[config.mk]
export PLATFORM = sky130hd
export DESIGN_NAME = battery_pack_discharge_selector_top
export DESIGN_NICKNAME = d
export VERILOG_FILES = /design/src/bpds_pkg.sv /design/src/bpds_core.sv /design/src/battery_pack_discharge_selector_top.sv
export VERILOG_INCLUDE_DIRS = /design/src /design/src/src
export SDC_FILE = /design/constraint.sdc
export NUM_CORES = 1
export LEC_CHECK = 0
export ABC_AREA = 0
export BUFFER_PORTS_ARGS = -buffer_cell sky130_fd_sc_hd__buf_4
export CORE_MARGIN = 2
export CORE_UTILIZATION = 60
export DETAILED_ROUTE_END_ITERATION = 10
export GPL_ROUTABILITY_DRIVEN = 0
export HOLD_SLACK_MARGIN = 0.05
export PLACE_DENSITY = 0.82
export SLEW_MARGIN = 40
export SYNTH_ARGS = -nofsm -noshare
export SYNTH_HDL_FRONTEND = slang
export SYNTH_SLANG_ARGS = --single-unit
export TNS_END_PERCENT = 1
[constraint.sdc]
create_clock -name clock -period 13.64 [get_ports clock]
set_clock_uncertainty 0.05 [all_clocks]
set_input_delay 3.41 -clock clock [delete_from_list [all_inputs] [get_ports clock]]
set_output_delay 3.41 -clock clock [all_outputs]
set_load 0.02 [all_outputs]
[src/battery_pack_discharge_selector_top_macros.svh]
// ----------------------------------------------------------------------------
// Assertion macros for the battery pack discharge selector
// Concurrent checks that vanish from synthesis builds.
// ----------------------------------------------------------------------------
`ifndef BATTERY_PACK_DISCHARGE_SELECTOR_TOP_MACROS_SVH
`define BATTERY_PACK_DISCHARGE_SELECTOR_TOP_MACROS_SVH

`ifndef SYNTHESIS

// same-cycle implication
`define BPDS_ASSERT_SAME(label, clk, rst, ante, cons) \
   label: assert property (@(posedge clk) disable iff (rst) (ante) |-> (cons)) \
      else $error("assertion failed");

// next-cycle implication
`define BPDS_ASSERT_NEXT(label, clk, rst, ante, cons) \
   label: assert property (@(posedge clk) disable iff (rst) (ante) |=> (cons)) \
      else $error("assertion failed");

`else

`define BPDS_ASSERT_SAME(label, clk, rst, ante, cons)
`define BPDS_ASSERT_NEXT(label, clk, rst, ante, cons)

`endif

`endif

[src/bpds_pkg.sv]
// ----------------------------------------------------------------------------
// bpds_pkg
// Types and codes shared by the discharge selector top level and its core.
// ----------------------------------------------------------------------------
`default_nettype none

package bpds_pkg;

   // fixed number of pack snapshot slots in an item
   localparam int MAX_PACKS = 3;

   // pack state codes
   localparam logic [2:0] ST_DISC        = 3'd0;
   localparam logic [2:0] ST_STANDBY     = 3'd1;
   localparam logic [2:0] ST_DISCHARGING = 3'd2;
   localparam logic [2:0] ST_CHARGING    = 3'd3;

   // register indexes
   localparam logic [1:0] CSR_MIN_VOLT_DIFF = 2'd0;
   localparam logic [1:0] CSR_MIN_DIS_CUR   = 2'd1;
   localparam logic [1:0] CSR_PORT_MASK     = 2'd2;
   localparam logic [1:0] CSR_SWITCH_EN     = 2'd3;

   typedef enum logic [2:0] {
      OP_PROCESS = 3'd0,
      OP_PAUSE   = 3'd1,
      OP_RESUME  = 3'd2,
      OP_FORCE   = 3'd3,
      OP_RELEASE = 3'd4,
      OP_DONE    = 3'd5
   } op_type;

   typedef enum logic [1:0] {
      STS_OK       = 2'd0,
      STS_PAUSED   = 2'd1,
      STS_REJECTED = 2'd2
   } status_type;

   typedef enum logic [2:0] {
      CMD_NONE      = 3'd0,
      CMD_SWITCH    = 3'd1,
      CMD_MERGE     = 3'd2,
      CMD_POWER_OFF = 3'd3,
      CMD_RELEASE   = 3'd4
   } cmd_type;

   typedef enum logic [1:0] {
      EV_NONE     = 2'd0,
      EV_FORCE_OK = 2'd1,
      EV_FORCE_LOST = 2'd2
   } event_type;

   typedef enum logic {
      PEND_MOVE      = 1'b0,
      PEND_POWER_OFF = 1'b1
   } pend_type;

   typedef struct packed {
      op_type             op;
      logic [1:0]         pack_id;
      logic               success;
      logic [2:0]         state_a;
      logic [2:0]         state_b;
      logic [2:0]         state_c;
      logic [15:0]        vol_a;
      logic [15:0]        vol_b;
      logic [15:0]        vol_c;
      logic signed [15:0] cur_a;
      logic signed [15:0] cur_b;
      logic signed [15:0] cur_c;
   } req_item_type;

   typedef struct packed {
      status_type status;
      cmd_type    cmd;
      logic [1:0] cmd_pack;
      event_type  event_res;
      logic [1:0] event_pack;
      logic [1:0] discharging_count;
      logic       busy_res;
   } rsp_item_type;

   typedef struct packed {
      logic [15:0] min_volt_diff;
      logic [15:0] min_discharge_current;
      logic [2:0]  port_enable_mask;
      logic        switch_enable;
   } cfg_type;

   typedef struct packed {
      logic       paused;
      logic       in_flight;
      logic       forced_valid;
      logic [1:0] forced_pack;
      pend_type   pending_kind;
   } ctl_state_type;

endpackage

`default_nettype wire

[src/bpds_core.sv]
// ----------------------------------------------------------------------------
// bpds_core
// Decision logic for one item: result fields and next control state.
// ----------------------------------------------------------------------------
`default_nettype none

module bpds_core #(
   parameter int PACK_COUNT = 3
) (
   input  bpds_pkg::req_item_type  item,
   input  bpds_pkg::ctl_state_type cur_state,
   input  bpds_pkg::cfg_type       cfg,
   output bpds_pkg::rsp_item_type  result,
   output bpds_pkg::ctl_state_type next_state
);
   import bpds_pkg::*;

   logic [2:0]         st  [MAX_PACKS];
   logic [15:0]        vol [MAX_PACKS];
   logic signed [15:0] cur [MAX_PACKS];

   assign st[0]  = item.state_a;
   assign st[1]  = item.state_b;
   assign st[2]  = item.state_c;
   assign vol[0] = item.vol_a;
   assign vol[1] = item.vol_b;
   assign vol[2] = item.vol_c;
   assign cur[0] = item.cur_a;
   assign cur[1] = item.cur_b;
   assign cur[2] = item.cur_c;

   // forced path: state of the forced pack and first other discharging pack
   logic       fp_absent;
   logic [2:0] st_fp;
   logic       other_found;
   logic [1:0] other_pack;

   always_comb begin
      fp_absent   = (32'(cur_state.forced_pack) >= PACK_COUNT);
      st_fp       = ST_DISC;
      other_found = 1'b0;
      other_pack  = 2'd0;
      for (int i = 0; i < MAX_PACKS; i++) begin
         if (i < PACK_COUNT) begin
            if (cur_state.forced_pack == 2'(i)) begin
               st_fp = st[i];
            end else if (!other_found && st[i] == ST_DISCHARGING) begin
               other_found = 1'b1;
               other_pack  = 2'(i);
            end
         end
      end
   end

   // normal path: best standby pack, active voltage, current sum
   logic [15:0]        best_vol;
   logic [1:0]         best_pack;
   logic               best_found;
   logic [15:0]        act_vol;
   logic signed [17:0] cur_sum;
   logic [1:0]         dcount;

   always_comb begin
      best_vol   = 16'd0;
      best_pack  = 2'd0;
      best_found = 1'b0;
      act_vol    = 16'd0;
      cur_sum    = 18'sd0;
      dcount     = 2'd0;
      for (int i = 0; i < MAX_PACKS; i++) begin
         if (i < PACK_COUNT && st[i] != ST_DISC) begin
            if (st[i] == ST_DISCHARGING) dcount = dcount + 2'd1;
            if (st[i] == ST_STANDBY && best_vol < vol[i]) begin
               best_vol   = vol[i];
               best_pack  = 2'(i);
               best_found = 1'b1;
            end
            if (st[i] == ST_DISCHARGING || st[i] == ST_CHARGING) act_vol = vol[i];
            cur_sum = cur_sum + 18'(cur[i]);
         end
      end
   end

   // gap and current magnitude
   logic signed [16:0] diff;
   logic [16:0]        adiff;
   logic [17:0]        asum;
   logic               gap_small;
   logic               gap_large;
   logic               cur_low;

   always_comb begin
      diff      = $signed({1'b0, best_vol}) - $signed({1'b0, act_vol});
      adiff     = diff[16] ? 17'(-diff) : 17'(diff);
      asum      = cur_sum[17] ? 18'(-cur_sum) : 18'(cur_sum);
      gap_small = (adiff < {1'b0, cfg.min_volt_diff});
      gap_large = (diff > $signed({1'b0, cfg.min_volt_diff}));
      cur_low   = (asum < {2'b00, cfg.min_discharge_current});
   end

   // force admission checks
   logic [2:0] st_pid;
   logic       pid_ok;

   always_comb begin
      st_pid = ST_DISC;
      pid_ok = 1'b0;
      for (int i = 0; i < MAX_PACKS; i++) begin
         if (i < PACK_COUNT && item.pack_id == 2'(i)) begin
            st_pid = st[i];
            pid_ok = cfg.port_enable_mask[i];
         end
      end
   end

   // op dispatch
   rsp_item_type  res;
   ctl_state_type nxt;

   always_comb begin
      res            = '0;
      res.status     = STS_OK;
      res.cmd        = CMD_NONE;
      res.event_res  = EV_NONE;
      nxt            = cur_state;
      case (item.op)
         OP_PROCESS: begin
            if (cur_state.paused) begin
               res.status = STS_PAUSED;
            end else if (cur_state.forced_valid) begin
               if (cur_state.in_flight) begin
                  // controller busy: hold
               end else if (fp_absent || st_fp == ST_DISC) begin
                  res.event_res    = EV_FORCE_LOST;
                  res.event_pack   = cur_state.forced_pack;
                  nxt.forced_valid = 1'b0;
                  nxt.forced_pack  = 2'd0;
               end else if (st_fp != ST_DISCHARGING) begin
                  nxt.in_flight    = 1'b1;
                  nxt.pending_kind = PEND_MOVE;
                  res.cmd          = CMD_SWITCH;
                  res.cmd_pack     = cur_state.forced_pack;
               end else if (other_found) begin
                  nxt.in_flight    = 1'b1;
                  nxt.pending_kind = PEND_POWER_OFF;
                  res.cmd          = CMD_POWER_OFF;
                  res.cmd_pack     = other_pack;
               end
            end else begin
               res.discharging_count = dcount;
               if (!cur_state.in_flight && best_found) begin
                  if (gap_small) begin
                     nxt.in_flight    = 1'b1;
                     nxt.pending_kind = PEND_MOVE;
                     res.cmd          = CMD_MERGE;
                     res.cmd_pack     = best_pack;
                  end else if (gap_large && cur_low && cfg.switch_enable) begin
                     nxt.in_flight    = 1'b1;
                     nxt.pending_kind = PEND_MOVE;
                     res.cmd          = CMD_SWITCH;
                     res.cmd_pack     = best_pack;
                  end
               end
            end
         end
         OP_PAUSE: begin
            res.cmd       = CMD_RELEASE;
            nxt.in_flight = 1'b0;
            nxt.paused    = 1'b1;
         end
         OP_RESUME: begin
            nxt.paused = 1'b0;
         end
         OP_FORCE: begin
            if (cur_state.paused || !pid_ok || st_pid == ST_DISC) begin
               res.status = STS_REJECTED;
            end else if (cur_state.forced_valid && cur_state.forced_pack == item.pack_id &&
                         st_pid == ST_DISCHARGING) begin
               res.event_res  = EV_FORCE_OK;
               res.event_pack = item.pack_id;
            end else begin
               nxt.forced_valid = 1'b1;
               nxt.forced_pack  = item.pack_id;
            end
         end
         OP_RELEASE: begin
            if (cur_state.paused) begin
               res.status = STS_REJECTED;
            end else begin
               nxt.forced_valid = 1'b0;
               nxt.forced_pack  = 2'd0;
            end
         end
         OP_DONE: begin
            nxt.in_flight = 1'b0;
            if (cur_state.pending_kind == PEND_MOVE && item.success &&
                cur_state.forced_valid) begin
               res.event_res  = EV_FORCE_OK;
               res.event_pack = cur_state.forced_pack;
            end
         end
         default: begin
            // unknown op: nothing changes
         end
      endcase
      res.busy_res = nxt.in_flight;
   end

   assign result     = res;
   assign next_state = nxt;

endmodule

`default_nettype wire

[src/battery_pack_discharge_selector_top.sv]
// ----------------------------------------------------------------------------
// battery_pack_discharge_selector_top
// Picks which battery pack feeds the load and issues controller commands.
//
//   channel | direction | handshake           | carries
//   req     | in        | req_valid/req_ready | op and pack snapshot
//   rsp     | out       | rsp_valid/rsp_ready | status, command, event, busy
//   csr     | in        | csr_write_enable    | register index and data
//
// One item per cycle sustained while rsp_ready stays high. An item goes
// through the input register, then the decision logic into the result
// register. The control state updates in the cycle an item passes the
// decision logic.
// A stalled result holds the pipe: the input register keeps its item and
// req_ready drops only when both stages are full and rsp_ready is low.
// Synchronous reset sets register defaults and clears valid and control state.
// ----------------------------------------------------------------------------
`default_nettype none

module battery_pack_discharge_selector_top #(
   parameter int PACK_COUNT = 3
) (
   input  wire logic               clock,
   input  wire logic               reset,
   // item in
   input  wire logic               req_valid,
   output logic                    req_ready,
   input  wire logic [2:0]         req_op,
   input  wire logic [1:0]         req_pack_id,
   input  wire logic               req_success,
   input  wire logic [2:0]         req_state_a,
   input  wire logic [2:0]         req_state_b,
   input  wire logic [2:0]         req_state_c,
   input  wire logic [15:0]        req_vol_a,
   input  wire logic [15:0]        req_vol_b,
   input  wire logic [15:0]        req_vol_c,
   input  wire logic signed [15:0] req_cur_a,
   input  wire logic signed [15:0] req_cur_b,
   input  wire logic signed [15:0] req_cur_c,
   // result out
   output logic                    rsp_valid,
   input  wire logic               rsp_ready,
   output logic [1:0]              rsp_status,
   output logic [2:0]              rsp_cmd,
   output logic [1:0]              rsp_cmd_pack,
   output logic [1:0]              rsp_event_res,
   output logic [1:0]              rsp_event_pack,
   output logic [1:0]              rsp_discharging_count,
   output logic                    rsp_busy_res,
   // register writes
   input  wire logic               csr_write_enable,
   input  wire logic [1:0]         csr_index,
   input  wire logic [15:0]        csr_wdata
);
   import bpds_pkg::*;

`include "battery_pack_discharge_selector_top_macros.svh"

   // configuration registers
   cfg_type cfg_ff, cfg_in;

   always_comb begin
      cfg_in = cfg_ff;
      if (csr_write_enable) begin
         case (csr_index)
            CSR_MIN_VOLT_DIFF: cfg_in.min_volt_diff         = csr_wdata;
            CSR_MIN_DIS_CUR:   cfg_in.min_discharge_current = csr_wdata;
            CSR_PORT_MASK:     cfg_in.port_enable_mask      = csr_wdata[2:0];
            CSR_SWITCH_EN:     cfg_in.switch_enable         = csr_wdata[0];
            default:           cfg_in = cfg_ff;
         endcase
      end
   end

   always_ff @(posedge clock) begin
      if (reset) begin
         cfg_ff.min_volt_diff         <= 16'd500;
         cfg_ff.min_discharge_current <= 16'd1000;
         cfg_ff.port_enable_mask      <= 3'b111;
         cfg_ff.switch_enable         <= 1'b1;
      end else begin
         cfg_ff <= cfg_in;
      end
   end

   // pipe control
   logic req_fire;
   logic dec_fire;
   logic out_free;
   logic in_valid_ff, in_valid_in;
   logic rsp_valid_ff, rsp_valid_in;

   assign out_free  = !rsp_valid_ff || rsp_ready;
   assign dec_fire  = in_valid_ff && out_free;
   assign req_ready = !in_valid_ff || out_free;
   assign req_fire  = req_valid && req_ready;

   always_comb begin
      in_valid_in  = req_fire ? 1'b1 : (dec_fire ? 1'b0 : in_valid_ff);
      rsp_valid_in = dec_fire ? 1'b1 : (rsp_ready ? 1'b0 : rsp_valid_ff);
   end

   always_ff @(posedge clock) begin
      if (reset) begin
         in_valid_ff  <= 1'b0;
         rsp_valid_ff <= 1'b0;
      end else begin
         in_valid_ff  <= in_valid_in;
         rsp_valid_ff <= rsp_valid_in;
      end
   end

   // input register
   req_item_type item_ff, item_in;

   always_comb begin
      item_in.op      = op_type'(req_op);
      item_in.pack_id = req_pack_id;
      item_in.success = req_success;
      item_in.state_a = req_state_a;
      item_in.state_b = req_state_b;
      item_in.state_c = req_state_c;
      item_in.vol_a   = req_vol_a;
      item_in.vol_b   = req_vol_b;
      item_in.vol_c   = req_vol_c;
      item_in.cur_a   = req_cur_a;
      item_in.cur_b   = req_cur_b;
      item_in.cur_c   = req_cur_c;
   end

   always_ff @(posedge clock) begin
      if (req_fire) item_ff <= item_in;
   end

   // decision logic
   ctl_state_type state_ff, state_next;
   rsp_item_type  result;

   bpds_core #(
      .PACK_COUNT (PACK_COUNT)
   ) u_core (
      .item       (item_ff),
      .cur_state  (state_ff),
      .cfg        (cfg_ff),
      .result     (result),
      .next_state (state_next)
   );

   // control state
   ctl_state_type state_in;

   assign state_in = dec_fire ? state_next : state_ff;

   always_ff @(posedge clock) begin
      if (reset) begin
         state_ff.paused       <= 1'b0;
         state_ff.in_flight    <= 1'b0;
         state_ff.forced_valid <= 1'b0;
         state_ff.forced_pack  <= 2'd0;
         state_ff.pending_kind <= PEND_MOVE;
      end else begin
         state_ff <= state_in;
      end
   end

   // result register
   rsp_item_type rsp_ff;

   always_ff @(posedge clock) begin
      if (dec_fire) rsp_ff <= result;
   end

   assign rsp_valid             = rsp_valid_ff;
   assign rsp_status            = rsp_ff.status;
   assign rsp_cmd               = rsp_ff.cmd;
   assign rsp_cmd_pack          = rsp_ff.cmd_pack;
   assign rsp_event_res         = rsp_ff.event_res;
   assign rsp_event_pack        = rsp_ff.event_pack;
   assign rsp_discharging_count = rsp_ff.discharging_count;
   assign rsp_busy_res          = rsp_ff.busy_res;

   // checks
   // a pause leaves the block paused with no command outstanding
   `BPDS_ASSERT_NEXT(a_pause_sets, clock, reset, dec_fire && item_ff.op == OP_PAUSE, state_ff.paused && !state_ff.in_flight)
   // any controller command other than release marks the controller busy
   `BPDS_ASSERT_SAME(a_cmd_busy, clock, reset, rsp_valid_ff && (rsp_ff.cmd == CMD_SWITCH || rsp_ff.cmd == CMD_MERGE || rsp_ff.cmd == CMD_POWER_OFF), rsp_ff.busy_res)
   // a held forced pack always names a real pack
   `BPDS_ASSERT_SAME(a_forced_range, clock, reset, state_ff.forced_valid, 32'(state_ff.forced_pack) < PACK_COUNT)
   // a refused process step leaves the forced selection alone
   `BPDS_ASSERT_NEXT(a_refused_hold, clock, reset, dec_fire && result.status == STS_PAUSED, $stable(state_ff.forced_valid) && $stable(state_ff.forced_pack))

endmodule

`default_nettype wire
After elaboration in Yosys (flattened, before gate mapping). Index checks and enable logic that the tools add are counted.

Shift-type cells: 0. Reductions and logical operators: 54. Order comparisons: 7. Muxes and demuxes: 101. Div/mod/pow operators: 0. Bitwise logic cells: 3. Equal/unequal tests: 34. Add/subtract/negate cells: 7. Multiply operators: 0.

Operator list (number): two-way mux 16 bit (12); two-way mux 18 bit (4); two-way mux 3 bit (14); two-way mux 1 bit (37); adder 18 x 16 -> 18 bit (2); two-way mux 5 bit (7); less-than comparator 16 bit (2); two-way mux 2 bit (14); == test 3 x 2 -> 1 bit, second input constant (9); less-than comparator 18 x 16 -> 1 bit (1); negation 18 bit (1); > comparator 17 bit (1); less-than comparator 17 x 16 -> 1 bit (1); two-way mux 17 bit (1); negation 17 bit (1); subtractor 16 x 16 -> 17 bit (1); less-than comparator 1 x 16 -> 1 bit, first input constant (1); two-way mux 4 bit (4); != test 2 bit, second input constant (8); nonzero test 3 bit (5); logical AND 1 bit (14); == test 3 x 1 -> 1 bit, second input constant (4); one-hot mux 4 bit (3 select lines) (1); two-way mux 11 bit (1); 26 further kinds (60).

Memories: 0. Bits in read-only memories: 0. Bits in registers: 169. Word-level logic and storage cells: 236. Memory bits (writable): 0. Bits in latches: 0.

Longest topological paths before layout. Gate-level depths: netlist (run 1).

Depth in word-level cells: 22. Gate-level depth with buffers: 52. Gate-level depth less buffers: 48.

Modules after synthesis. A second synthesis (run 1) with hierarchy kept.

Cells, all modules: 1400. Area total of the unflattened synthesis: 12598.3 sq um.

Modules (own cells, without submodules): bpds_core (area an instance 7215.7 sq um, times used 1, cells each 1084); battery_pack_discharge_selector_top (area an instance 5382.7 sq um, times used 1, cells each 316).

Least setup slack after synthesis (run 1). OpenSTA, ideal clock, no wires.

Kind: register -> register. Start point: register item_ff[93] (netlist bit). End point: register rsp_ff, in the netlist rsp_cmd_pack[0] (data pin). Data required time: 13.420 ns. Stages on the path, launching flop included: 47. Slack: 4.219 ns. Path buffers: 4. Setup time: 0.170 ns. Arrival time: 9.201 ns. Path through: edfxtp_1 nor4_1 nand4_1 and3_1 clkbuf_1 clkbuf_1 and2_1 ha_1 a21o_1 a21o_1 a21oi_1 a21boi_0 a211o_1 clkbuf_1 o21ai_0 ha_1 a21o_1 a21o_1 (+11 left out) o32ai_2 xnor2_1 or4_1 or2_2 o31ai_1 xnor2_1 ha_1 a21o_1 a21oi_1 nor2b_1 o21ai_0 o311ai_0 nor2_1 o21bai_1 a41oi_1 a21oi_1 or4_1 o32ai_2.

Longest elaborated chain between the ends: 20. Elaborated cells between the ends (all ways): 40. Those cells by class: 2 x add/sub; 5 x order compare; 27 x mux; 6 x reduce/logical.

Ends and longest elaborated chain: from (decl) (line battery_pack_discharge_selector_top.sv:114) `req_item_type item_ff, item_in;`; from (signal assigned) (line battery_pack_discharge_selector_top.sv:132) `if (req_fire) item_ff <= item_in;`; branches (longest 18 deep; another with less-than comparator 1 x 16 -> 1 bit); two-way mux 5 bit * (line bpds_core.sv:151) `if (!cur_state.in_flight && best_found) begin`; two-way mux 5 bit * (line bpds_core.sv:130) `end else if (cur_state.forced_valid) begin`; to (signal assigned) (line battery_pack_discharge_selector_top.sv:170) `if (dec_fire) rsp_ff <= result;`; to (decl) (line battery_pack_discharge_selector_top.sv:167) `rsp_item_type rsp_ff;`.

Mark *: on every way between the ends. A chain may end at the register's enable or synchronous reset.

Worst setup path in the final report (run 1).
Start point: register item_ff[85] (netlist bit). End point: register rsp_ff, in the netlist rsp_cmd_pack[0] (data pin).

Same word-level chain as after synthesis.

==> reports/summary.md, run 1 <==
At the end of the flow, the number of nets in the layout was 1732. Summed over all layers, the routed wires come to 31.75 mm. In this run the static leakage power is 0.005949 µW. The logs give 10100 for the number of global-route vias before repair and 0.007157 mm² for the area of the multi-input gates. The root buffer cell chosen for the clock tree is clkbuf_16. Setup repair after global routing left no endpoint under its margin. Once the clock tree was built, the resizer swapped 0 gates to a different size. The first global-routing pass estimated 50.51 mm of wire.

The total count of hold-check failures in the final report is 0, and the average via count per standard cell is 6.147. The initial utilization of the core area, before any placement, comes to 61.03%. Count of port buffers added during placement: 149. The delay of the slowest cell on the worst path works out to 0.65 ns. The longest clock path from root to sink contains 2 buffers.

CTS built an H-tree with a depth of 4. Buffers inserted during clock tree synthesis total 17. For this run, asynchronously set or reset flops after synthesis account for 0%. The critical-path cell with the highest stage delay is a2111oi_0. The slew at the pin closest to its max-slew limit was 0.7756 ns.

For this run the aggregate overflow at the end of global routing stands at 0. The dominant synthesized flop cell was edfxtp_1. The count of pins over their slew limit was 0.

After routing, the total negative slack on setup checks comes to 0 ns. The post-route netlist has 15.67% of its cells at a drive strength greater than 1. The setup path with the least slack is of type flip-flop to flip-flop.

The most common cell type on the critical path was o21ai_0. The highest net fanout along the worst path works out to 33. The worst setup path is launched from a flip-flop. After Yosys synthesis, full adders, half adders and majority gates account for 13.48% of the synthesized area. The clock net in this run drives a total of 169 sinks.

In the layout the commonest cells are buf_4 (156), nand2_1 (136), ha_1 (127). The shortest clock period the worst path allows after layout is 11.14 ns, and the area of the core is 0.02017 mm². The run gives 0 as the hold-fix buffer count after cts.

Number of cells on the worst reg-to-reg path: 45. Data arrives at the worst endpoint at 11.37 ns. Data on the critical path is required at its endpoint by 13.87 ns.

The clock reaches the later pin of the worst-skew pair after 0.45 ns. The share of the synthesized netlist area taken by xor and xnor gates came out at 4.411%. The number of enable flip-flop cells after synthesis is 125. The initial antenna violation count came out at 0. The fraction of the mapped netlist area in compound gates was 20.94%. The worst register-to-register path ends at rsp_cmd_pack[0]. The die covers 0.02168 mm². The final antenna diode count is 0. The endpoint kind of the worst setup timing path is a flip-flop.

The critical path ends at rsp_cmd_pack[0]. The detailed-router iteration count before antenna repair was 5; the largest net degree at the start of global routing was 90. In this run the worst hold path is classified as flip-flop to flip-flop.

150 I/O pins were placed. The run gives 0 as the count of antenna-violating nets left after detailed routing. TritonCTS built the clock tree.

The final critical-path share of the clock period came out at 81.68%. The most common cell after layout, fill and taps aside was buf_4. The cell count after synthesis came out at 1341. The sequential standard cell area is 0.004634 mm². The detailed router finished its first iteration with 922 violations. The startpoint identified for the worst register-to-register timing path is item_ff[85]. After detailed placement, the total cell area comes to 0.01365 mm².

Dividing the detail-routed wire length by the instance count gives 18.13 µm. Summing the sequential cell areas from Yosys gives 37.65% of the chip area. The number of nets in the synthesized netlist is 1605.

For this run, the number of Yosys warnings is 0. The combinational family with the most area after synthesis was compound AO/OA/AOI/OAI gates. Counting flops and latches in the post-synthesis netlist gives 169.

Max-cap violations in this run came to 0. Post-CTS timing repair inserted 0 buffers for setup. Yosys attributes the largest share of cell area to edfxtp_1 (30%), ha_1 (13%), dfxtp_1 (7.2%). The share of the synthesized area in the top cell type is 30.49%, and the worst-case headroom to the max-slew limit is 48.29%. In the routed design, unresolved DRC markers number 0. The horizontal die dimension is 147.2 µm. Clock-pin slew was measured on the worst setup and hold paths at 0.08 ns. The area growth from synthesis to layout is 15.62%. The floorplan die height was 147.2 µm. The tools report the overall track demand over capacity in global routing as 29.15%. The run gives 1563 as the number of fill cells in the layout. The routed layout has 10760 vias.

The run finished with clean final reports. In this run the worst setup path begins at item_ff[85]. After Yosys synthesis, and, or, nand and nor cells account for 17.00% of the synthesized area.

The tools report the distinct cell type count after synthesis as 82. The startpoint of the tightest hold check path was cfg_ff[23]. The final setup violation count was 0. Once layout is complete, the utilization of the core stands at 70.56%. The multiplexer area fraction after synthesis was 2.135%; the post-route total power was 1924 µW.

The highest clock rate was 89.76 MHz; the post-synth design cell area was 0.01231 mm². The tools report the worst vdd rail ir drop as 81.93 µV. Dividing the synthesized area by the synthesized cell count gives 9.179 µm². Dividing total power by cell area gives a power density of 135.2 mW/mm². The finished cells cover 0.01423 mm². Cell accounting for the most synthesized area: edfxtp_1. The floorplan has 52 rows. The reg-to-reg setup timing slack is 2.50 ns, and the total half-perimeter wirelength after legalization and detailed placement is 24.12 mm.
## final cells by class
class	count	area share (%)
multi-input cells	1032	50.29
flip-flops and latches	169	32.56
repair buffers	157	8.308
clock buffers	18	3.015
inverters	91	2.400
well taps	270	2.374
clock inverters	14	1.055
## flip-flops by register name, indices dropped and copies added (netlist names)
register,flops
rsp_status,2
rsp_event_pack,2
in_valid_ff,1
rsp_valid,1
rsp_discharging_count,2
rsp_cmd_pack,2
cfg_ff,36
state_ff,6
item_ff,111
rsp_cmd,3
rsp_busy_res,1
rsp_event_res,2
## cell families (layout without fill, tap and decap cells)
family	count (synthesis)	count (layout)
flip-flops	169	169
adder cells (fa/ha/maj)	131	131
AO/OA/AOI/OAI	390	390
multiplexers	24	24
buffers and inverters	140	280
XOR/XNOR	62	62
AND/OR/NAND/NOR	425	425
## stage by stage
| stage | hold WS [ns] | instances | setup slack, ns |
|---|---|---|---|
| CTS | 0.4058 | 1751 | 2.531 |
| detailed placement | 0.3965 | 1719 | 2.832 |
| global route | 0.4289 | 1751 | 1.714 |
| floorplan | 0.3847 | 1341 | 4.219 |
| global placement | 0.3939 | 1719 | 3.388 |
| finish | 0.4059 | 1751 | 2.499 |
## metal layers
metal / part of all wire [%] / up-vias / GRT usage, %
met5: 0 / - / 0
met4: 2.8 / 0 / 9.712
met3: 8.5 / 72 / 5.342
met2: 45 / 506 / 45.49
met1: 44 / 4989 / 41.16
li1: - / 5196 / -
## critical path, delay by kind of cell (launching register included)
| family | cells | cell delay (ns) |
|---|---|---|
| flops | 1 | 0.44 |
| mux | 1 | 0.24 |
| fa+ha+maj | 5 | 1.50 |
| compound gates | 26 | 5.67 |
| buf+inv | 1 | 0.05 |
| simple gates | 12 | 3.02 |
## synthesized netlist by cell type, types with 13 or more instances
master / number
a21o_1: 31
a21oi_1: 116
a22oi_1: 18
a31oi_1: 13
and2_1: 35
clkbuf_1: 42
dfxtp_1: 44
edfxtp_1: 125
ha_1: 127
inv_1: 91
mux2i_1: 19
nand2_1: 136
nand2b_1: 13
nand3_1: 21
nand4_1: 15
nor2_1: 95
nor2b_1: 20
nor3_1: 23
o211ai_1: 22
o21a_1: 13
o21ai_0: 74
xnor2_1: 39
xor2_1: 23
## power breakdown
part           switching, µW  total [µW]  internal [µW]  leakage, µW
clock network            240         485            245     0.000278
registers               18.7         600            581      0.00158
logic                    487         840            352      0.00409
## worst min path at each step
stage               slack (ns)         end  cells after the start
finish                    0.41  cfg_ff[23]                      2
detailed placement        0.40  cfg_ff[23]                      2
global placement          0.39   cfg_ff[5]                      2
CTS                       0.41  cfg_ff[23]                      2
global route              0.43  cfg_ff[23]                      2
floorplan                 0.38   cfg_ff[1]                      1
Note: power is estimated with default switching activity, not from simulation.
==> inputs of run 2 (changes only) <==
--- a/config.mk
+++ b/config.mk
@@ -6,7 +6,7 @@
 export SDC_FILE = /design/constraint.sdc
 export NUM_CORES = 1
 export LEC_CHECK = 0
-export ABC_AREA = 0
+export ABC_AREA = 1
 export BUFFER_PORTS_ARGS = -buffer_cell sky130_fd_sc_hd__buf_4
 export CORE_MARGIN = 2
 export CORE_UTILIZATION = 60
==> constraint.sdc (replaced) <==
create_clock -name clock -period 11.34 [get_ports clock]
set_clock_uncertainty 0.05 [all_clocks]
set_input_delay 2.835 -clock clock [delete_from_list [all_inputs] [get_ports clock]]
set_output_delay 2.835 -clock clock [all_outputs]
set_load 0.02 [all_outputs]
==> run 2 against run 1 <==
Against the previous run:
- critical path depth grew 3
- sequential share of layout area is essentially flat
- area after synthesis grew 0.10%
- combinational power rose by 6.0%
- core utilization is 0.093 points higher
- total power rose by 14%
- die area is 0.10% higher
- clock power up 21%
- routed wire length fell by 6.7%
- sequential cell count is the same
- critical endpoint unchanged
- largest power group unchanged
==> reports/summary.md, run 2 <==
The flow ran to the end, and the final reports show no timing, DRC or antenna violations. Synthesized area per cell: 7.975 µm² (-13%). The worst setup path is launched from a flip-flop. The area of the core was 0.02017 mm² (unchanged).

Count of pins over their slew limit: 0 (unchanged). The die area is 0.02170 mm² (+0.10%), and the final critical-path share of the clock period is 84.10% (+2.4 points). The ratio of cells with drive above 1 in the final layout was 14.37% (-1.3 points); the worst slack at placement was 1.174 ns (-1.658 ns).

The worst vdd rail ir drop was 108.1 µV (+32%); the routed wire length per instance was 15.05 µm (-17%). The horizontal die dimension was 147.3 µm (about the same); the detailed-router iteration count before antenna repair was 5 (unchanged). The effective utilization at floorplan came out at 61.09% (+0.062 points). The cell area power density works out to 153.9 mW/mm² (+14%). The required time at the endpoint of the critical path came out at 11.59 ns (-2.28 ns).

The count of antenna-violating nets left after detailed routing was 0 (unchanged); the number of placed I/O pins was 150 (unchanged). The run gives 104.9 MHz (+17%) as the highest clock rate. Clock tree synthesis selected as its root buffer the cell clkbuf_16. Setup repair after global routing left no endpoint under its margin.

The tools report the synthesis warning total as 0 (unchanged). Most common cell after layout, fill and taps aside: nand2_1. The sequential area share after synthesis came out at 37.61% (-0.038 points).

The number of enable flip-flop cells after synthesis is 125 (unchanged), and the total grt overflow is 0 (unchanged). Final setup violation count: 0 (unchanged). The floorplan die height is 147.3 µm (about the same). By area the synthesized netlist is led by edfxtp_1 (30%), ha_1 (13%), nand2_1 (10%). The static power due to leakage was 0.006823 µW (+15%); the highest net fanout along the worst path was 34 (+3.0%). For the total DRC errors in the routed layout, the log shows 0 (unchanged).

The worst setup path is of the flip-flop to flip-flop kind. The tools report the post-detailed-placement cell area as 0.01365 mm² (unchanged). Share of the synthesized area in the top cell type: 30.46% (-0.031 points).

The number of global-route vias before repair was 10310 (+2.1%). The cell accounting for the most synthesized area was edfxtp_1. The shortest clock period the worst path allows after layout was 9.537 ns (-1.604 ns). The average via count per standard cell is 5.611 (-8.7%), and the worst-case headroom to the max-slew limit is 51.09% (+2.8 points). The tools report the maximum buffer depth of the clock tree as 2 (unchanged). The logs give 0 (unchanged) for the initial antenna violation count and 0 (unchanged) for the final antenna diode count. The logs give 29.62 mm (-6.7%) for the total wire length after detailed routing and 70.66% (+0.093 points) for the core occupancy in the finished layout. Distinct cell type count after synthesis: 62 (-24%). The number of synthesized register bits is 169 (unchanged). The most repeated cell in the gate-level netlist after synthesis is nand2_1.

The count of buffers added by post-CTS timing repair for setup came out at 0 (unchanged). The TritonCTS buffer count was 17 (unchanged). The clock network latency to the later pin of the worst-skew pair was 0.44 ns (about the same); the final net count was 1949 (+13%). Total half-perimeter wirelength after legalization and detailed placement: 22.76 mm (-5.6%). The async set-reset flop share out of synthesis is 0% (unchanged), and the relative area change from synthesis to final layout is 15.66% (about the same).

By count the netlist is led by nand2_1 (331), inv_1 (232), nor2_1 (141). The setup TNS after final layout was 0 ns (unchanged); the clock-pin slew on the worst setup and hold paths was 0.07 ns (about the same). For the number of standard-cell rows in the floorplan, the log shows 52 (unchanged).

The dominant synthesized flop cell is edfxtp_1. For the total via count after detailed routing, the log shows 11040 (+2.6%). TritonCTS built the clock tree.

The count of port buffers added during placement was 149 (unchanged); the number of instances in the synthesized netlist was 1545 (+15%). The most common cell type on the critical path was inv_1. Leaving out fill and tap cells, the most frequent cells in the layout are nand2_1 (328), inv_1 (229), buf_4 (150). The quantity of gates resized following cts is 0 (unchanged). The area of the multi-input gates came out at 0.006666 mm² (-6.9%).

For the count of H-tree levels built during CTS, the log shows 4 (unchanged). The critical-path cell with the highest stage delay is a2111oi_0. The number of flip-flops in the largest register came out at 111 (unchanged). The sequential standard cell area came out at 0.004634 mm² (unchanged). The tools report the final worst slack as 1.803 ns (-0.6959 ns).

The overall track demand over capacity in global routing is 27.49% (-1.7 points), and the total count of hold-check failures in the final report is 0 (unchanged). The slew at the pin closest to its max-slew limit came out at 0.7329 ns (-0.04275 ns). The tools report the final hold slack as 0.4096 ns (+0.003669 ns). The run gives 169 (unchanged) as the number of sinks driven by the clock tree.

The tools report the post-synth design cell area as 0.01232 mm² (+0.10%). The final cell area excluding filler cells was 0.01425 mm² (+0.13%); the number of violations reported at the end of detailed-routing iteration 0 was 1041 (+13%). The delay of the slowest cell on the worst path was 0.49 ns (-0.16 ns). The largest registers in the layout are item_ff (111), cfg_ff (36), state_ff (6).

For the hold-fix buffer count after cts, the log shows 0 (unchanged). For the number of fill cells in the layout, the log shows 1572 (+0.58%). The run gives 1809 (+13%) as the post-synth net total. Global-route wire length before repair: 48.53 mm (-3.9%). The path class of the tightest hold or removal check is flip-flop to flip-flop. The tools report the largest net degree at the start of global routing as 74 (-18%). Register with the most flip-flops: item_ff. STA classifies the critical path endpoint as a flip-flop.

The critical path arrival came out at 9.78 ns (-1.59 ns). The max-capacitance violation count came out at 0 (unchanged).
==> run 2: path summary, 6_finish.rpt <==
check / from / cells past startpoint / slack, ns / endpoint
setup / recovery: item_ff[104] / 48 / 1.80 / rsp_cmd_pack[0]
hold / removal: cfg_ff[15] / 2 / 0.41 / cfg_ff[15]
setup reg to reg: item_ff[104] / 48 / 1.80 / rsp_cmd_pack[0]
hold reg to reg: cfg_ff[15] / 2 / 0.41 / cfg_ff[15]
==> run 2: cell type report <==
type	count	area share [%]
clock buffer	18	3.011
clock inverter	14	1.054
inverter	238	6.286
multi-input combinational	1108	46.78
sequential	169	32.52
tap	270	2.370
timing repair buffer	151	7.981
==> run 2: cells by family (layout without fill, tap and decap cells) <==
kind of cell / count (synthesis) / count (layout) / synth area share, %
buf+inv: 268 / 421 / 8.418
simple gates: 605 / 605 / 20.78
flops: 169 / 169 / 37.61
mux: 1 / 1 / 0.08124
fa+ha+maj: 130 / 130 / 13.38
xor+xnor: 61 / 61 / 4.549
compound gates: 311 / 311 / 15.18
==> run 2: power breakdown <==
part           switching, µW  total, µW  internal, µW
combinational            546        890           344
sequential              16.1        717           701
clock                    274        586           313
==> run 2: worst max-delay path, delay by kind of cell, from the launching register on <==
| kind | cells | cell delay (ns) |
|---|---|---|
| AOI/OAI and AO/OA | 15 | 3.10 |
| xor gates and xnor gates | 1 | 0.19 |
| adders and majority gates | 5 | 1.46 |
| buffers and inverters | 6 | 0.61 |
| DFF | 1 | 0.48 |
| and+or+nand+nor | 21 | 3.51 |
==> run 2: metal layers <==
layer  GRT usage (%)  routed length [µm]  part of all wire, %
met2           43.62               13040                   44
met5               0                   0                    0
met1           38.81               13490                   46
met4           8.942                 681                  2.3
met3           4.317                2410                  8.1
==> run 2: stage by stage <==
step	total power (µW)	instances
2_1_floorplan	1386	1545
3_5_place_dp	1597	1936
6_report	2193	1968
4_1_cts	2184	1968
5_1_grt	2340	1968
3_3_place_gp	1565	1936
==> inputs of run 3 (changes only) <==
--- a/config.mk
+++ b/config.mk
@@ -9,11 +9,11 @@
 export ABC_AREA = 1
 export BUFFER_PORTS_ARGS = -buffer_cell sky130_fd_sc_hd__buf_4
 export CORE_MARGIN = 2
-export CORE_UTILIZATION = 60
+export CORE_UTILIZATION = 54
 export DETAILED_ROUTE_END_ITERATION = 10
 export GPL_ROUTABILITY_DRIVEN = 0
 export HOLD_SLACK_MARGIN = 0.05
-export PLACE_DENSITY = 0.82
+export PLACE_DENSITY = 0.78
 export SLEW_MARGIN = 40
 export SYNTH_ARGS = -nofsm -noshare
 export SYNTH_HDL_FRONTEND = slang
==> constraint.sdc (replaced) <==
create_clock -name clock -period 8.1 [get_ports clock]
set_clock_uncertainty 0.05 [all_clocks]
set_input_delay 2.025 -clock clock [delete_from_list [all_inputs] [get_ports clock]]
set_output_delay 2.025 -clock clock [all_outputs]
set_load 0.02 [all_outputs]
==> run 3 against run 2 <==
Against the previous run:
- sequential share of layout area fell by 0.68 points
- worst setup slack got worse by 1.3 ns
- final cell count rose by 1.7%
- core utilization fell by 6.0 points
- non-clock buffer count rose by 18
- largest cell class unchanged
- highest routed layer unchanged
==> reports/summary.md, run 3 (same netlist as run 2, synthesis figures left out) <==
The run finished with clean final reports. The total grt overflow is 0 (unchanged), and the total wire length after detailed routing is 30.35 mm (+2.5%). The worst vdd rail ir drop is 133.0 µV (+23%). The number of violations reported at the end of detailed-routing iteration 0 came out at 921 (-12%). For the total DRC errors in the routed layout, the log shows 0 (unchanged). item_ff holds more flip-flops than any other register. Kind of start point of the critical path: a flip-flop.

The endpoint identified for the worst register-to-register timing path is rsp_cmd_pack[0]. The run gives 7.87 ns (-1.91 ns) as the critical path arrival. The average via count per standard cell is 5.568 (-0.76%), and the final critical-path share of the clock period is 94.10% (+10 points). The number of global-route vias before repair was 10060 (-2.4%); the relative area change from synthesis to final layout was 18.14%.

The logs give 17 (unchanged) for the TritonCTS buffer count and 4 (unchanged) for the count of H-tree levels built during CTS. The worst-case headroom to the max-slew limit was 52.30% (+1.2 points); the static power due to leakage was 0.006958 µW (+2.0%). For the clock network latency to the later pin of the worst-skew pair, the log shows 0.44 ns (about the same). The total half-perimeter wirelength after legalization and detailed placement is 23.46 mm (+3.1%), and the final cell area excluding filler cells is 0.01456 mm² (+2.1%). The cell internal power dissipation is 1929 µW (+42%). The tree is rooted in a clkbuf_16. For this design, the slowest cell found on the critical path is edfxtp_1.

The highest net fanout along the worst path is 28 (-18%), and the logic gate share of total power is 40.9% (+0.3 points). The number of cells on the worst hold path is 2 (unchanged), and the routed wire length per instance is 15.17 µm (+0.77%). The run gives 169 (unchanged) as the number of sinks driven by the clock tree.

The most common cell type on the critical path is nand2_1. The tools report the hold path endpoint as cfg_ff[14]. The slew at the pin closest to its max-slew limit came out at 0.7146 ns (-0.01825 ns). Initial antenna violation count: 0 (unchanged).

The delay of the slowest cell on the worst path is 0.48 ns (about the same). The run gives 0 (unchanged) as the count of antenna-violating nets left after detailed routing. The library cells used most frequently in the layout, excluding fill and tap cells, are nand2_1 (324), inv_1 (228), buf_4 (165). Count of port buffers added during placement: 149 (unchanged). Final antenna diode count: 0 (unchanged). For the reg-to-reg setup timing slack, the log shows 0.48 ns (-1.33 ns). The number of flip-flops in the largest register was 111 (unchanged); the total count of hold-check failures in the final report was 0 (unchanged). The startpoint of the tightest hold check path was cfg_ff[14]. The detailed-router iteration count before antenna repair came out at 7 (+2). The floorplan die height was 155.1 µm (+5.3%).

The most common cell after layout, fill and taps aside is nand2_1. The tools report the post-route total power as 3097 µW (+41%). The total via count after detailed routing is 11140 (+0.91%). In the final layout, the registers with the most flip-flops are item_ff (111), cfg_ff (36), state_ff (6). The run gives 54.76% (-6.3 points) as the effective utilization at floorplan.

The tools report the highest clock rate as 131.2 MHz (+25%). The run gives 55 (+5.8%) as the number of standard-cell rows in the floorplan. The clock-pin slew on the worst setup and hold paths is 0.07 ns (about the same), and the largest net degree at the start of global routing is 73 (-1.4%). The proportion of total power due to net switching is 37.69% (-0.42 points). For the number of placed I/O pins, the log shows 150 (unchanged).

TritonCTS built the clock tree. The post-detailed-placement cell area is 0.01372 mm² (+0.47%). The sequential group share of total power is 32.4% (-0.3 points). The die area came out at 0.02404 mm² (+11%). The critical path in this run is classified as flip-flop to flip-flop. Critical register-to-register path startpoint: item_ff[104].

The min-delay analysis places its worst path in the category flip-flop to flip-flop. The cell area power density is 212.7 mW/mm² (+38%), and the overall track demand over capacity in global routing is 24.59% (-2.9 points). For the area of the core, the log shows 0.02250 mm² (+12%). The horizontal die dimension was 155.1 µm (+5.3%). The part of the total power dissipated in the clock network was 26.6% (about the same); the final net count was 1967 (+0.92%). The final setup violation count is 0 (unchanged), and the number of fill cells in the layout is 1827 (+16%). For the global-route wire length before repair, the log shows 47.84 mm (-1.4%). The shortest clock period the worst path allows after layout works out to 7.622 ns (-1.914 ns). The maximum buffer depth of the clock tree was 2 (unchanged). The count of pins over their slew limit was 0 (unchanged); the max-capacitance violation count was 0 (unchanged).

The run gives 8.35 ns (-3.24 ns) as the required time at the endpoint of the critical path. The number of cells on the worst reg-to-reg path was 52 (+8.3%); the net switching power was 1167 µW (+40%). Ratio of cells with drive above 1 in the final layout: 16.90% (+2.5 points). The endpoint kind of the worst setup timing path is a flip-flop.
[run 3: cell types whose count changed in the layout (fill, tap and decap cells not counted), moves of 4 or more]
cell	before	now
a21oi_1	105	101
a21oi_2	5	9
buf_4	150	165
nand2_1	328	324
o21ai_0	104	83
o21ai_1	6	20
o21ai_2	6	13
[run 3: cell type report]
cell class / instances / area (µm²) / share of cell area [%]
multi-input cells: 1108 / 6795 / 46.68
repair buffers: 169 / 1291 / 8.871
clock inverters: 13 / 128.9 / 0.8853
flip-flops and latches: 169 / 4634 / 31.84
well taps: 285 / 356.6 / 2.450
inverters: 238 / 895.9 / 6.154
clock buffers: 19 / 454.2 / 3.120
[run 3: what timing repair did]
item                                    in CTS  in global routing
buffers inserted                             0                 12
pin swaps                                    0                  6
hold buffers                                 0                  0
gates resized for setup                      3                 59
endpoints found under the setup margin       1                  7
[run 3: through the flow]
stage	setup TNS (ns)	setup WS [ns]	instances	hold WS, ns	utilization [%]
after floorplan	0	0.4296	1545	0.3792	-
after global placement	0	0.3145	1957	0.3983	60.95
after detailed placement	0	0.007812	1957	0.4012	60.95
after CTS	0	0.03014	1989	0.4155	63.55
after global routing	-0.1876	-0.08659	2001	0.4396	64.69
final	0	0.4778	2001	0.4127	64.69
[run 3: power groups by stage]
stage | combinational, µW | sequential, µW | clock, µW
after global placement | 1170 | 1020 | 0
final | 1270 | 1000 | 825
after detailed placement | 1210 | 1020 | 0
after CTS | 1220 | 1000 | 836
after floorplan | 920 | 1020 | 0
after global routing | 1420 | 1010 | 868
[run 3: worst max-delay path, delay by kind of cell, from the launching register on]
kind,cells,cell delay (ns)
DFF,1,0.48
and+or+nand+nor,23,2.38
xor gates and xnor gates,2,0.33
AOI/OAI and AO/OA,15,2.15
adders and majority gates,4,1.13
buffers and inverters,8,0.95
[run 3: routing by layer]
metal  vias to the layer above  wire [µm]  GRT usage (%)
li1                       5545          -              -
met4                         0        491          6.217
met5                         -          0              0
met3                        43       2249          3.203
met1                      5119      13880          35.31
met2                       435      13730          39.56
[run 3: worst max path at each step]
stage,to,start,cells past startpoint,slack (ns)
global placement,rsp_cmd_pack[0],item_ff[104],53,0.31
CTS,rsp_cmd_pack[0],item_ff[90],55,0.03
global route,rsp_cmd_pack[0],item_ff[90],58,-0.09
floorplan,rsp_cmd_pack[0],item_ff[80],53,0.43
detailed placement,rsp_cmd_pack[0],item_ff[90],51,0.008
finish,rsp_cmd_pack[0],item_ff[104],52,0.48
